[src/rrc_pkg.sv]
// ----------------------------------------------------------------------------
// rrc_pkg
// Shared types and constants of the rotated rectangle corner generator.
// ----------------------------------------------------------------------------
package rrc_pkg;

  localparam int COORD_BITS_DEF = 24;
  localparam int ANGLE_BITS_DEF = 16;

  // Sine and cosine are signed Q1.15.
  localparam int TRIG_BITS = 16;

  typedef enum logic [1:0] {
    CORNER_BL = 2'd0,
    CORNER_TL = 2'd1,
    CORNER_TR = 2'd2,
    CORNER_BR = 2'd3
  } corner_t;

endpackage

[src/rrc_seq.sv]
// ----------------------------------------------------------------------------
// rrc_seq
// Corner sequencer: holds one sprite and issues its four corners in order,
// one per cycle while not stalled, taking the next sprite as the last leaves.
// ----------------------------------------------------------------------------
module rrc_seq #(
  parameter int COORD_BITS = rrc_pkg::COORD_BITS_DEF
) (
  input  logic                                 clk,
  input  logic                                 rst_n,
  input  logic                                 in_valid,
  output logic                                 in_ready,
  input  logic signed [COORD_BITS-1:0]         in_x,
  input  logic signed [COORD_BITS-1:0]         in_y,
  input  logic signed [COORD_BITS-1:0]         in_z,
  input  logic        [COORD_BITS-2:0]         in_w,
  input  logic        [COORD_BITS-2:0]         in_h,
  input  logic signed [rrc_pkg::TRIG_BITS-1:0] in_sin,
  input  logic signed [rrc_pkg::TRIG_BITS-1:0] in_cos,
  input  logic                                 in_zero,
  output logic                                 out_valid,
  input  logic                                 out_ready,
  output logic signed [COORD_BITS-1:0]         out_x,
  output logic signed [COORD_BITS-1:0]         out_y,
  output logic signed [COORD_BITS-1:0]         out_z,
  output logic        [COORD_BITS-2:0]         out_w,
  output logic        [COORD_BITS-2:0]         out_h,
  output logic signed [rrc_pkg::TRIG_BITS-1:0] out_sin,
  output logic signed [rrc_pkg::TRIG_BITS-1:0] out_cos,
  output logic                                 out_zero,
  output rrc_pkg::corner_t                     out_corner
);
  import rrc_pkg::*;

  logic                         v_r;
  corner_t                      k_r;
  corner_t                      k_nxt;
  logic signed [COORD_BITS-1:0] x_r, y_r, z_r;
  logic [COORD_BITS-2:0]        w_r, h_r;
  logic signed [TRIG_BITS-1:0]  sin_r, cos_r;
  logic                         zero_r;

  assign in_ready = !v_r || (k_r == CORNER_BR && out_ready);

  always_comb begin
    case (k_r)
      CORNER_BL: k_nxt = CORNER_TL;
      CORNER_TL: k_nxt = CORNER_TR;
      CORNER_TR: k_nxt = CORNER_BR;
      default:   k_nxt = CORNER_BL;
    endcase
  end

  always_ff @(posedge clk) begin
    if (!rst_n) begin
      v_r <= 1'b0;
      k_r <= CORNER_BL;
    end else if (in_ready) begin
      v_r <= in_valid;
      k_r <= CORNER_BL;
    end else if (out_ready) begin
      k_r <= k_nxt;
    end
  end

  always_ff @(posedge clk) begin
    if (in_ready) begin
      x_r    <= in_x;
      y_r    <= in_y;
      z_r    <= in_z;
      w_r    <= in_w;
      h_r    <= in_h;
      sin_r  <= in_sin;
      cos_r  <= in_cos;
      zero_r <= in_zero;
    end
  end

  assign out_valid  = v_r;
  assign out_x      = x_r;
  assign out_y      = y_r;
  assign out_z      = z_r;
  assign out_w      = w_r;
  assign out_h      = h_r;
  assign out_sin    = sin_r;
  assign out_cos    = cos_r;
  assign out_zero   = zero_r;
  assign out_corner = k_r;

endmodule

[config.mk]
export PLATFORM = sky130hd
export DESIGN_NAME = rrc_seq
export DESIGN_NICKNAME = d
export VERILOG_FILES = /design/src/rrc_pkg.sv /design/src/rrc_seq.sv
export SDC_FILE = /design/constraint.sdc
export NUM_CORES = 1
export LEC_CHECK = 0
export ABC_AREA = 1
export BUFFER_PORTS_ARGS = -buffer_cell sky130_fd_sc_hd__clkbuf_2
export CORE_MARGIN = 8
export CORE_UTILIZATION = 40
export DETAILED_ROUTE_END_ITERATION = 12
export PLACE_DENSITY = 0.76
export SETUP_SLACK_MARGIN = 0.1
export SLEW_MARGIN = 20
export SYNTH_ARGS = -nofsm -noshare
export SYNTH_HDL_FRONTEND = slang
export SYNTH_SLANG_ARGS = --single-unit
[constraint.sdc]
create_clock -name clk -period 8.35 [get_ports clk]
set_input_delay 0.835 -clock clk [delete_from_list [all_inputs] [get_ports clk]]
set_output_delay 0.835 -clock clk [all_outputs]
set_load 0.05 [all_outputs]
# Word-level counts from Yosys, hierarchy flattened
# Cells that the tools add are included.
# W data, S select, Z words.
# classes
addsub	0
n_mul	0
div	0
order_cmp	0
eq_ne	3
shifts	0
mux	1
bitwise	1
reduce_logical	5
# ops
operator	count
$pmux W2 S3	1
$eq A2 B2 Y1 const B	2
$eq A2 B1 Y1 const B	1
$logic_not A2 Y1	1
$reduce_or A2 Y1	1
$logic_and A1 B1 Y1	1
$logic_not A1 Y1	1
$logic_or A1 B1 Y1	1
$not A1 Y1	1
# word_totals
regBits	154
latch_bits	0
ramBits	0
rom_bits	0
input_bits	155
out_inout_bits	155
elab_cells	20
memories	0

# Depth between registers and ports, before layout
# Gate-level depths: netlist (run 1).
# depth
depth_word	4
ltp_mapped	6
mapped_depth_nobuf	6

# Worst setup path after synthesis (run 1)
# Ideal clock, no wire load.
# synth_path
path_kind	flip-flop to output port
from	reg k_r[1], in the netlist out_corner[1]
to	out in_ready
t_arrival_ns	4.593
t_required_ns	7.515
slack_ns	2.922
stages_incl_launch_ff	4
n_path_buf	0
path_cell_list	dfxtp_1 > ha_1 > nand2_1 > nand2_1
# synth_between
elab_chain_cells	3
# synth_rtl
item	line	source
start: declaration	rrc_seq.sv:36	corner_t k_r;
start signal: assignment	rrc_seq.sv:62	k_r <= k_nxt;
$eq A2 B2 Y1	rrc_seq.sv:43	assign in_ready = !v_r || (k_r == CORNER_BR && out_ready);
$logic_and A1 B1 Y1	rrc_seq.sv:43	
$logic_or A1 B1 Y1	rrc_seq.sv:43	
end: declaration	rrc_seq.sv:12	output logic in_ready,
# Every way passes these cells.

# Worst setup path in the final report (run 1)
# Ends and elaborated chain as after synthesis.

==> flow_summary.yaml, run 1 <==
outcome:
  status: "complete, no violations"
die:
  die_h_um: 125
  ios: 310
  placementRows: 39
  die_w_um: 125
  start_util_pct: 41.1
  core_area_mm2: 0.0115
  die_area_mm2: 0.0155
synth:
  syn_avg_cell_area_um2: 26.9
  syn_inst: 175
  synth_cell_types: 10
  synth_seq_cells: 154
  syn_nets: 333
  synth.top_cell.area_share_pct: 96.2
  ys.warnings.count: 0
  synth_area_leaders: "edfxtp_1, dfxtp_1, ha_1"
  synth.largest_area_cell: "edfxtp_1"
  yosysSeqAreaShare_pct: 97.5
  synthesis.area_mm2: 0.00471
hold_path:
  holdPathStages: 2
  worstHoldStart: "out_corner[0]"
  min_to: "out_corner[0]"
  min_path_type: "flop to flop"
pwr:
  leakage_uw: 0.00322
  ir_drop_uv: 199
  powerDensity_mw_per_mm2: 303
job:
  max-cap-violations: 0
sta:
  setup_viol: 0
  rsz0062_at_grt: "false"
  tns_ns: 0
  timing.fmax_mhz: 329
  slew_headroom_pct: 34.0
  hold_violations: 0
  slew_violations: 0
  skew_ns: 0.00640
  fin_crit_sh_pct: 36.4
  period_needed_ns: 3.04
  finalHoldWorstSlack_ns: 0.529
  worstMarginPinSlew_ns: 0.990
place:
  port_buffers: 309
  dpl.hpwl_um: 10300
  dpl_cell_area_mm2: 0.00645
  place_congestion: 0.727
routing:
  via_count: 2925
  drc: 0
  firstDrtPassIters: 4
  drtIter0Drc: 194
  antenna_left: 0
  wl_per_cell_um: 19.2
  wl_um: 12700
  vias_per_cell: 4.43
grt:
  grt_antenna_before_repair: 0
  grt_use_total_pct: 16.2
  grt_pass1_vias: 3219
  grt_overflow: 0
  grt_start_max_net_pins: 85
  grt_pass1_wl_um: 18800
clocking:
  cts_root_buffer: "clkbuf_16"
  cts_sinks: 154
  ctsHoldBuffers: 0
  htreeDepth: 4
  clock_path_buffers: 2
  clk_latency_ns: 0.41
  post-cts-setup-buffers: 0
  cts_buffers: 17
  cts_tree: "yes"
  cts.clk_slew.worst_paths_ns: 0.06
  cts_resized: 0
finish:
  fin_area_mm2: 0.00716
  drive_gt1_share_pct: 66.7
  diodes: 0
  fin_nets: 662
  final_cell_mix: "clkbuf_2, edfxtp_1, clkbuf_16"
  fill_cells: 836
  final_common_cell: "clkbuf_2"
  syn_to_final_growth_pct: 51.9
critical_path:
  timing_worst_setup_path_type: "flop to output pin"
  start_kind: "flop"
  crit_arrival_ns: 2.21
  crit_required_ns: 7.52
  critPathMaxFanout: 69
  reg2reg_from: "out_corner[1]"
  reg2reg_depth: 4
  cp-end-kind: "output pin"
  r2r_slack_ns: 5.61
  timing.rr.end: "out_h[1]"
[routing by layer]
| layer | track usage, % | vias to the layer above | part of all wire [%] |
|---|---|---|---|
| met5 | 0 | - | 0 |
| met4 | 6.59 | 0 | 1.1 |
| met3 | 9.32 | 13 | 12 |
| met2 | 29.0 | 186 | 54 |
| met1 | 14.7 | 1376 | 33 |
| li1 | - | 1350 | - |
[how the worst max path moves through the flow]
stage                              from         end  slack, ns  cells after the start
after global placement        out_ready  out_cos[7]       5.35                      4
after detailed placement      out_ready    out_h[4]       5.27                      4
after CTS                 out_corner[1]    in_ready       5.23                      4
final                     out_corner[1]    in_ready       5.31                      4
after global routing      out_corner[1]    in_ready       5.12                      4
after floorplan           out_corner[1]    in_ready       2.92                      3
[worst max-delay path, cell delays in order, from the launching register on]
cell      delay [ns]
dfxtp_1         0.40
ha_1            0.22
nand2_1         0.12
nand2_4         0.64
clkbuf_2        0.41
[registers in the layout, summed over array words and instances (netlist names)]
register,cells
out_x,24
out_y,24
out_z,24
out_h,23
out_w,23
out_cos,16
out_sin,16
out_corner,2
out_valid,1
out_zero,1
[final cells by class]
type | count | area [µm²] | area share (%)
well taps | 143 | 179 | 2.50
inverters | 5 | 18.8 | 0.262
flip-flops and latches | 154 | 4590 | 64.2
clock buffers | 19 | 433 | 6.05
repair buffers | 310 | 1550 | 21.7
multi-input cells | 16 | 109 | 1.52
clock inverters | 13 | 272 | 3.79
[through the flow]
stage / cells / power [µW] / utilization [%] / setup slack, ns
after CTS: 660 / 2190 / 62.4 / 5.23
final: 660 / 2170 / 62.4 / 5.31
after detailed placement: 628 / 1290 / 56.3 / 5.27
after global routing: 660 / 2230 / 62.4 / 5.12
after floorplan: 175 / 1200 / - / 2.92
after global placement: 628 / 1280 / 56.3 / 5.35
[cell usage after synthesis]
library cell and number:
nand3_2 1, ha_1 3, nand2_1 9, edfxtp_1 151, a21oi_2 1, a21oi_1 1, inv_2 1, dfxtp_1 3
nor2_2 1, inv_1 4
[cell families after synthesis]
family / after synthesis / synth area share (%)
AO/OA/AOI/OAI: 2 / 0.292
adder cells (fa/ha/maj): 3 / 0.796
buffers and inverters: 5 / 0.398
flip-flops: 154 / 97.5
AND/OR/NAND/NOR: 11 / 1.06
[power by group]
part	total, µW	switching (µW)	internal [µW]
sequential	942	17.3	924
combinational	329	267	62.8
clock	897	278	619
total	2170	562	1610
Power figures use the tool's default switching activity.
==> run 2, diff against run 1 <==
--- a/config.mk
+++ b/config.mk
@@ -8,9 +8,9 @@
 export ABC_AREA = 1
 export BUFFER_PORTS_ARGS = -buffer_cell sky130_fd_sc_hd__clkbuf_2
 export CORE_MARGIN = 8
-export CORE_UTILIZATION = 40
+export CORE_UTILIZATION = 37
 export DETAILED_ROUTE_END_ITERATION = 12
-export PLACE_DENSITY = 0.76
+export PLACE_DENSITY = 0.74
 export SETUP_SLACK_MARGIN = 0.1
 export SLEW_MARGIN = 20
 export SYNTH_ARGS = -nofsm -noshare
==> constraint.sdc (replaced) <==
create_clock -name clk -period 2.7 [get_ports clk]
set_input_delay 0.27 -clock clk [delete_from_list [all_inputs] [get_ports clk]]
set_output_delay 0.27 -clock clk [all_outputs]
set_load 0.05 [all_outputs]
==> run 2 against run 1 <==
Against the previous run:
- sequential share of layout area about the same
- clock power increased to 2.8 times the previous value
- hold slack worse by 0.50 ns
- non-clock buffer count grew 3
- combinational power grew to 3.1 times the previous value
- critical path depth did not move
- count of clock-buffer cells in the layout did not move
- worst setup slack lost 4.8 ns
- global-route usage down 1.7 points
- first-iteration DRC count decreased by 30%
- design area about the same
- highest routed layer unchanged
==> flow_summary.yaml, run 2 (synthesis results as in run 1) <==
pwr:
  leakage_uw: 0.00320
  ir_drop_uv: 536
  powerDensity_mw_per_mm2: 899
sta:
  hold_violations: 0
  setup_viol: 0
  slew_violations: 0
  tns_ns: 0
  timing.fmax_mhz: 466
  worst_slack_ns: 0.556
  period_needed_ns: 2.14
  skew_ns: 0.00698
  fin_crit_sh_pct: 79.4
  slew_headroom_pct: 75.3
  worstMarginPinSlew_ns: 0.369
  rsz0062_at_grt: "false"
routing:
  vias_per_cell: 4.23
  drtIter0Drc: 135
  drc: 0
  wl_um: 12600
  wl_per_cell_um: 18.3
  via_count: 2922
  antenna_left: 0
  firstDrtPassIters: 4
die:
  die_h_um: 129
  ios: 310
  die_w_um: 129
  start_util_pct: 37.7
  core_area_mm2: 0.0125
  die_area_mm2: 0.0166
  placementRows: 41
grt:
  grt_start_max_net_pins: 53
  grt_use_total_pct: 14.6
  grt_pass1_vias: 3179
  grt_overflow: 0
  grt_antenna_before_repair: 0
  grt_pass1_wl_um: 17600
finish:
  multi_input_area_um2: 118
  diodes: 0
  final_cell_mix: "clkbuf_2, edfxtp_1, clkbuf_16"
  final_common_cell: "clkbuf_2"
  drive_gt1_share_pct: 66.7
  final_cells: 691
  fill_cells: 981
  fin_nets: 665
  fin_area_mm2: 0.00716
  regArea_mm2: 0.00459
  syn_to_final_growth_pct: 52.0
  fin_util_pct: 57.2
critical_path:
  reg2reg_from: "out_corner[1]"
  max_stage_delay_ns: 0.39
  cp-end-kind: "output pin"
  cpLargestDelayFamily: "simple AND/OR/NAND/NOR gates"
  crit_slowest_cell: "dfxtp_1"
  critPathMaxFanout: 45
  crit_start: "out_corner[1]"
  crit_arrival_ns: 1.87
  start_kind: "flop"
  path_cells: "ha_1 -> nand2_1 -> nand2_8 -> clkbuf_2"
  critPathBufInv: 1
  timing_worst_setup_path_type: "flop to output pin"
  crit_required_ns: 2.43
clocking:
  post-cts-setup-buffers: 0
  cts.clk_slew.worst_paths_ns: 0.06
  clock_path_buffers: 2
  cts_root_buffer: "clkbuf_16"
  cts_sinks: 154
  htreeDepth: 4
  cts_buffers: 17
  clk_latency_ns: 0.41
  cts_tree: "yes"
  ctsHoldBuffers: 0
  cts_resized: 0
place:
  place_ws_ns: 0.895
  dp.cells: 660
  dpl.hpwl_um: 10300
  dpl_cell_area_mm2: 0.00654
  place_congestion: 0.751
  port_buffers: 309
hold_path:
  min_path_type: "input port to flop"
  worstHoldStart: "in_y[14]"
job:
  max-cap-violations: 0
outcome:
  status: "complete, no violations"
## run 2: routing by layer
layer | GRT usage, % | part of all wire [%]
met5 | 0 | 0
met4 | 6.22 | 1.6
met3 | 7.20 | 11
met2 | 25.8 | 53
met1 | 14.1 | 34
## run 2: cell type report
| cell class | instances | share of cell area [%] |
|---|---|---|
| Sequential cell | 154 | 64.1 |
| Timing Repair Buffer | 313 | 22.2 |
| Clock buffer | 19 | 6.04 |
| Tap cell | 172 | 3.00 |
| Clock inverter | 12 | 2.74 |
| Multi-Input combinational cell | 16 | 1.64 |
| Inverter | 5 | 0.262 |
## run 2: through the flow
step	power [µW]	hold WS (ns)
global placement	3990	0.447
floorplan	3680	0.369
global route	6640	0.00932
finish	6440	0.0338
CTS	6520	0.00929
detailed placement	4010	0.449
## run 2: where the power goes
| group | total [µW] | internal [µW] | leakage [µW] | switching (µW) |
|---|---|---|---|---|
| registers | 2910 | 2850 | 0.00153 | 55.1 |
| logic | 1030 | 204 | 0.00138 | 829 |
| clock network | 2500 | 1630 | 0.000301 | 868 |
## run 2: final timing paths
check                  end  slack, ns  depth (start not counted)
max reg2reg       out_y[9]       0.91                          4
max               in_ready       0.56                          4
min reg2reg  out_corner[1]       0.52                          2
min              out_y[14]       0.03                          1
==> run 3, diff against run 2 <==
==> constraint.sdc (replaced) <==
create_clock -name clk -period 1.9 [get_ports clk]
set_input_delay 0.19 -clock clk [delete_from_list [all_inputs] [get_ports clk]]
set_output_delay 0.19 -clock clk [all_outputs]
set_load 0.05 [all_outputs]
==> run 3 against run 2 <==
Against the previous run:
- the flow now stops in 4_1_cts
- synthesized cell count is the same
- area after synthesis is the same
==> flow_summary.yaml, run 3 <==
outcome:
  status: "stopped before the end"
  haltStage: "4_1_cts"
  firstError: "[ERROR RSZ-0060] Max buffer count reached."
clocking:
  ctsHoldBuffers: 140
  cts_root_buffer: "clkbuf_16"
  htreeDepth: 4
  cts_buffers: 17
  post-cts-setup-buffers: 0
  cts_resized: 0
  clock_path_buffers: 2
  cts_sinks: 154
synth:
  synth_common_cells: "edfxtp_1, nand2_1, inv_1"
  synth-main-ff-cell: "edfxtp_1"
  yosysSeqAreaShare_pct: 97.5
  synth.largest_area_cell: "edfxtp_1"
  synth.most_common_cell: "edfxtp_1"
  synthArstFlopShare_pct: 0
  syn_inst: 175
  synth_seq_cells: 154
  synth_area_leaders: "edfxtp_1, dfxtp_1, ha_1"
  ys.warnings.count: 0
  syn_nets: 333
  synth_cell_types: 10
  syn_avg_cell_area_um2: 26.9
  synth_edf_count: 151
  synth.top_cell.area_share_pct: 96.2
  synthesis.area_mm2: 0.00471
place:
  dpl.hpwl_um: 10800
  port_buffers: 309
  place_congestion: 0.821
die:
  placementRows: 41
  ios: 310
  die_w_um: 129
  start_util_pct: 37.7
  die_h_um: 129
## run 3: cell counts after synthesis
No cell type changed its count.
## run 3: cell families after synthesis
| kind of cell | after synthesis | share of synthesized area, % |
|---|---|---|
| AO/OA/AOI/OAI | 2 | 0.292 |
| adder cells (fa/ha/maj) | 3 | 0.796 |
| buffers and inverters | 5 | 0.398 |
| flip-flops | 154 | 97.5 |
| AND/OR/NAND/NOR | 11 | 1.06 |
## run 3: per-stage QoR
step	cell area (µm²)	cells	hold WS (ns)	worst slack, ns	util (%)
detailed placement	6620	665	0.369	0.388	52.9
global placement	6620	665	0.367	0.435	52.9
floorplan	4750	175	0.289	0.124	-
==> run 4, diff against run 3 <==
--- a/config.mk
+++ b/config.mk
@@ -8,10 +8,9 @@
 export ABC_AREA = 1
 export BUFFER_PORTS_ARGS = -buffer_cell sky130_fd_sc_hd__clkbuf_2
 export CORE_MARGIN = 8
-export CORE_UTILIZATION = 37
+export CORE_UTILIZATION = 25
 export DETAILED_ROUTE_END_ITERATION = 12
-export PLACE_DENSITY = 0.74
-export SETUP_SLACK_MARGIN = 0.1
+export PLACE_DENSITY_LB_ADDON = 0.15
 export SLEW_MARGIN = 20
 export SYNTH_ARGS = -nofsm -noshare
 export SYNTH_HDL_FRONTEND = slang
==> constraint.sdc (replaced) <==
create_clock -name clk -period 2.47 [get_ports clk]
set_input_delay 0.247 -clock clk [delete_from_list [all_inputs] [get_ports clk]]
set_output_delay 0.247 -clock clk [all_outputs]
set_load 0.05 [all_outputs]
==> run 4 against run 3 <==
Against the previous run:
- the run now ends clean
==> flow_summary.yaml, run 4 (synthesis results as in run 1) <==
routing:
  via_count: 3481
  firstDrtPassIters: 4
  wl_um: 14700
  wl_per_cell_um: 16.5
  antenna_left: 0
  drtIter0Drc: 130
  vias_per_cell: 3.91
  drc: 0
die:
  start_util_pct: 25.4
  core_area_mm2: 0.0186
  die_w_um: 153
  die_h_um: 153
  die_area_mm2: 0.0235
  ios: 310
  placementRows: 50
sta:
  worstMarginPinSlew_ns: 0.321
  finalHoldWorstSlack_ns: 0.0252
  worst_slack_ns: 0.396
  fin_crit_sh_pct: 84.0
  tns_ns: 0
  period_needed_ns: 2.07
  setup_viol: 0
  skew_ns: 0.00561
  timing.fmax_mhz: 482
  hold_violations: 0
  slew_violations: 0
  slew_headroom_pct: 78.7
  rsz0062_at_grt: "false"
grt:
  grt_pass1_wl_um: 22500
  grt_overflow: 0
  grt_antenna_before_repair: 1
  grt_pass1_vias: 4054
  grt_start_max_net_pins: 48
  grt_use_total_pct: 12.5
critical_path:
  start_kind: "flop"
  critPathMaxFanout: 35
  path_cells: "ha_1 -> nand2_1 -> nand2_8 -> clkbuf_2"
  max_stage_delay_ns: 0.40
  crit_required_ns: 2.22
  cpLargestDelayFamily: "simple AND/OR/NAND/NOR gates"
  r2r_slack_ns: 0.75
  reg2reg_depth: 4
  crit_arrival_ns: 1.83
  cp-end-kind: "output pin"
  critPathBufInv: 1
  crit_slowest_cell: "dfxtp_1"
  timing.rr.end: "out_x[16]"
  reg2reg_from: "out_corner[1]"
  timing_worst_setup_path_type: "flop to output pin"
clocking:
  cts_buffers: 17
  clk_latency_ns: 0.41
  htreeDepth: 4
  cts_resized: 0
  clock_path_buffers: 2
  cts.clk_slew.worst_paths_ns: 0.06
  cts_tree: "yes"
  cts_sinks: 154
  post-cts-setup-buffers: 0
  ctsHoldBuffers: 137
  cts_root_buffer: "clkbuf_16"
finish:
  final_cell_mix: "clkbuf_2, edfxtp_1, dlygate4sd3_1"
  syn_to_final_growth_pct: 83.0
  fin_nets: 802
  fill_cells: 1638
  fin_util_pct: 46.4
  drive_gt1_share_pct: 52.8
  final_common_cell: "clkbuf_2"
place:
  port_buffers: 309
  place_ws_ns: 0.732
  place_congestion: 0.707
hold_path:
  min_to: "out_x[11]"
  holdPathStages: 1
  min_path_type: "input port to flop"
  worstHoldStart: "in_x[11]"
job:
  max-cap-violations: 0
pwr:
  leakage_uw: 0.00378
  ir_drop_uv: 437
  powerDensity_mw_per_mm2: 843
outcome:
  status: "complete, no violations"
==> run 4: how the worst max path moves through the flow <==
stage	from	endpoint	cells after the start
floorplan	out_corner[1]	out_cos[0]	3
global placement	out_corner[1]	out_x[18]	4
detailed placement	out_corner[1]	out_w[11]	4
CTS	out_corner[1]	in_ready	4
global route	out_corner[1]	in_ready	4
finish	out_corner[1]	in_ready	4
==> run 4: metal layers <==
layer	share of wire, %	global-route usage [%]	up-vias	wire [µm]
met4	2.1	5.80	0	303
met1	36	12.2	1662	5250
met5	0	0	-	0
met2	53	22.5	174	7750
li1	-	-	1629	-
met3	9.5	5.38	16	1400
==> run 4: area by class of cell <==
type	instances	area, µm²	share of cell area, %
multi-input cells	16	118	1.36
inverters	5	18.8	0.218
flip-flops and latches	154	4590	53.2
repair buffers	450	2970	34.5
clock buffers	18	429	4.97
well taps	234	293	3.39
diodes	1	2.50	0.0290
clock inverters	12	200	2.32
==> run 4: through the flow <==
stage	power, µW	area [µm²]	std cells
floorplan	4020	4730	175
global placement	4380	6630	722
detailed placement	4390	6630	722
CTS	7380	8630	889
global route	7530	8630	890
finish	7270	8630	890
==> run 4: report_power, final <==
part | internal [µW] | switching (µW)
combinational | 367 | 951
clock | 1780 | 994
sequential | 3120 | 59.1
total | 5270 | 2000
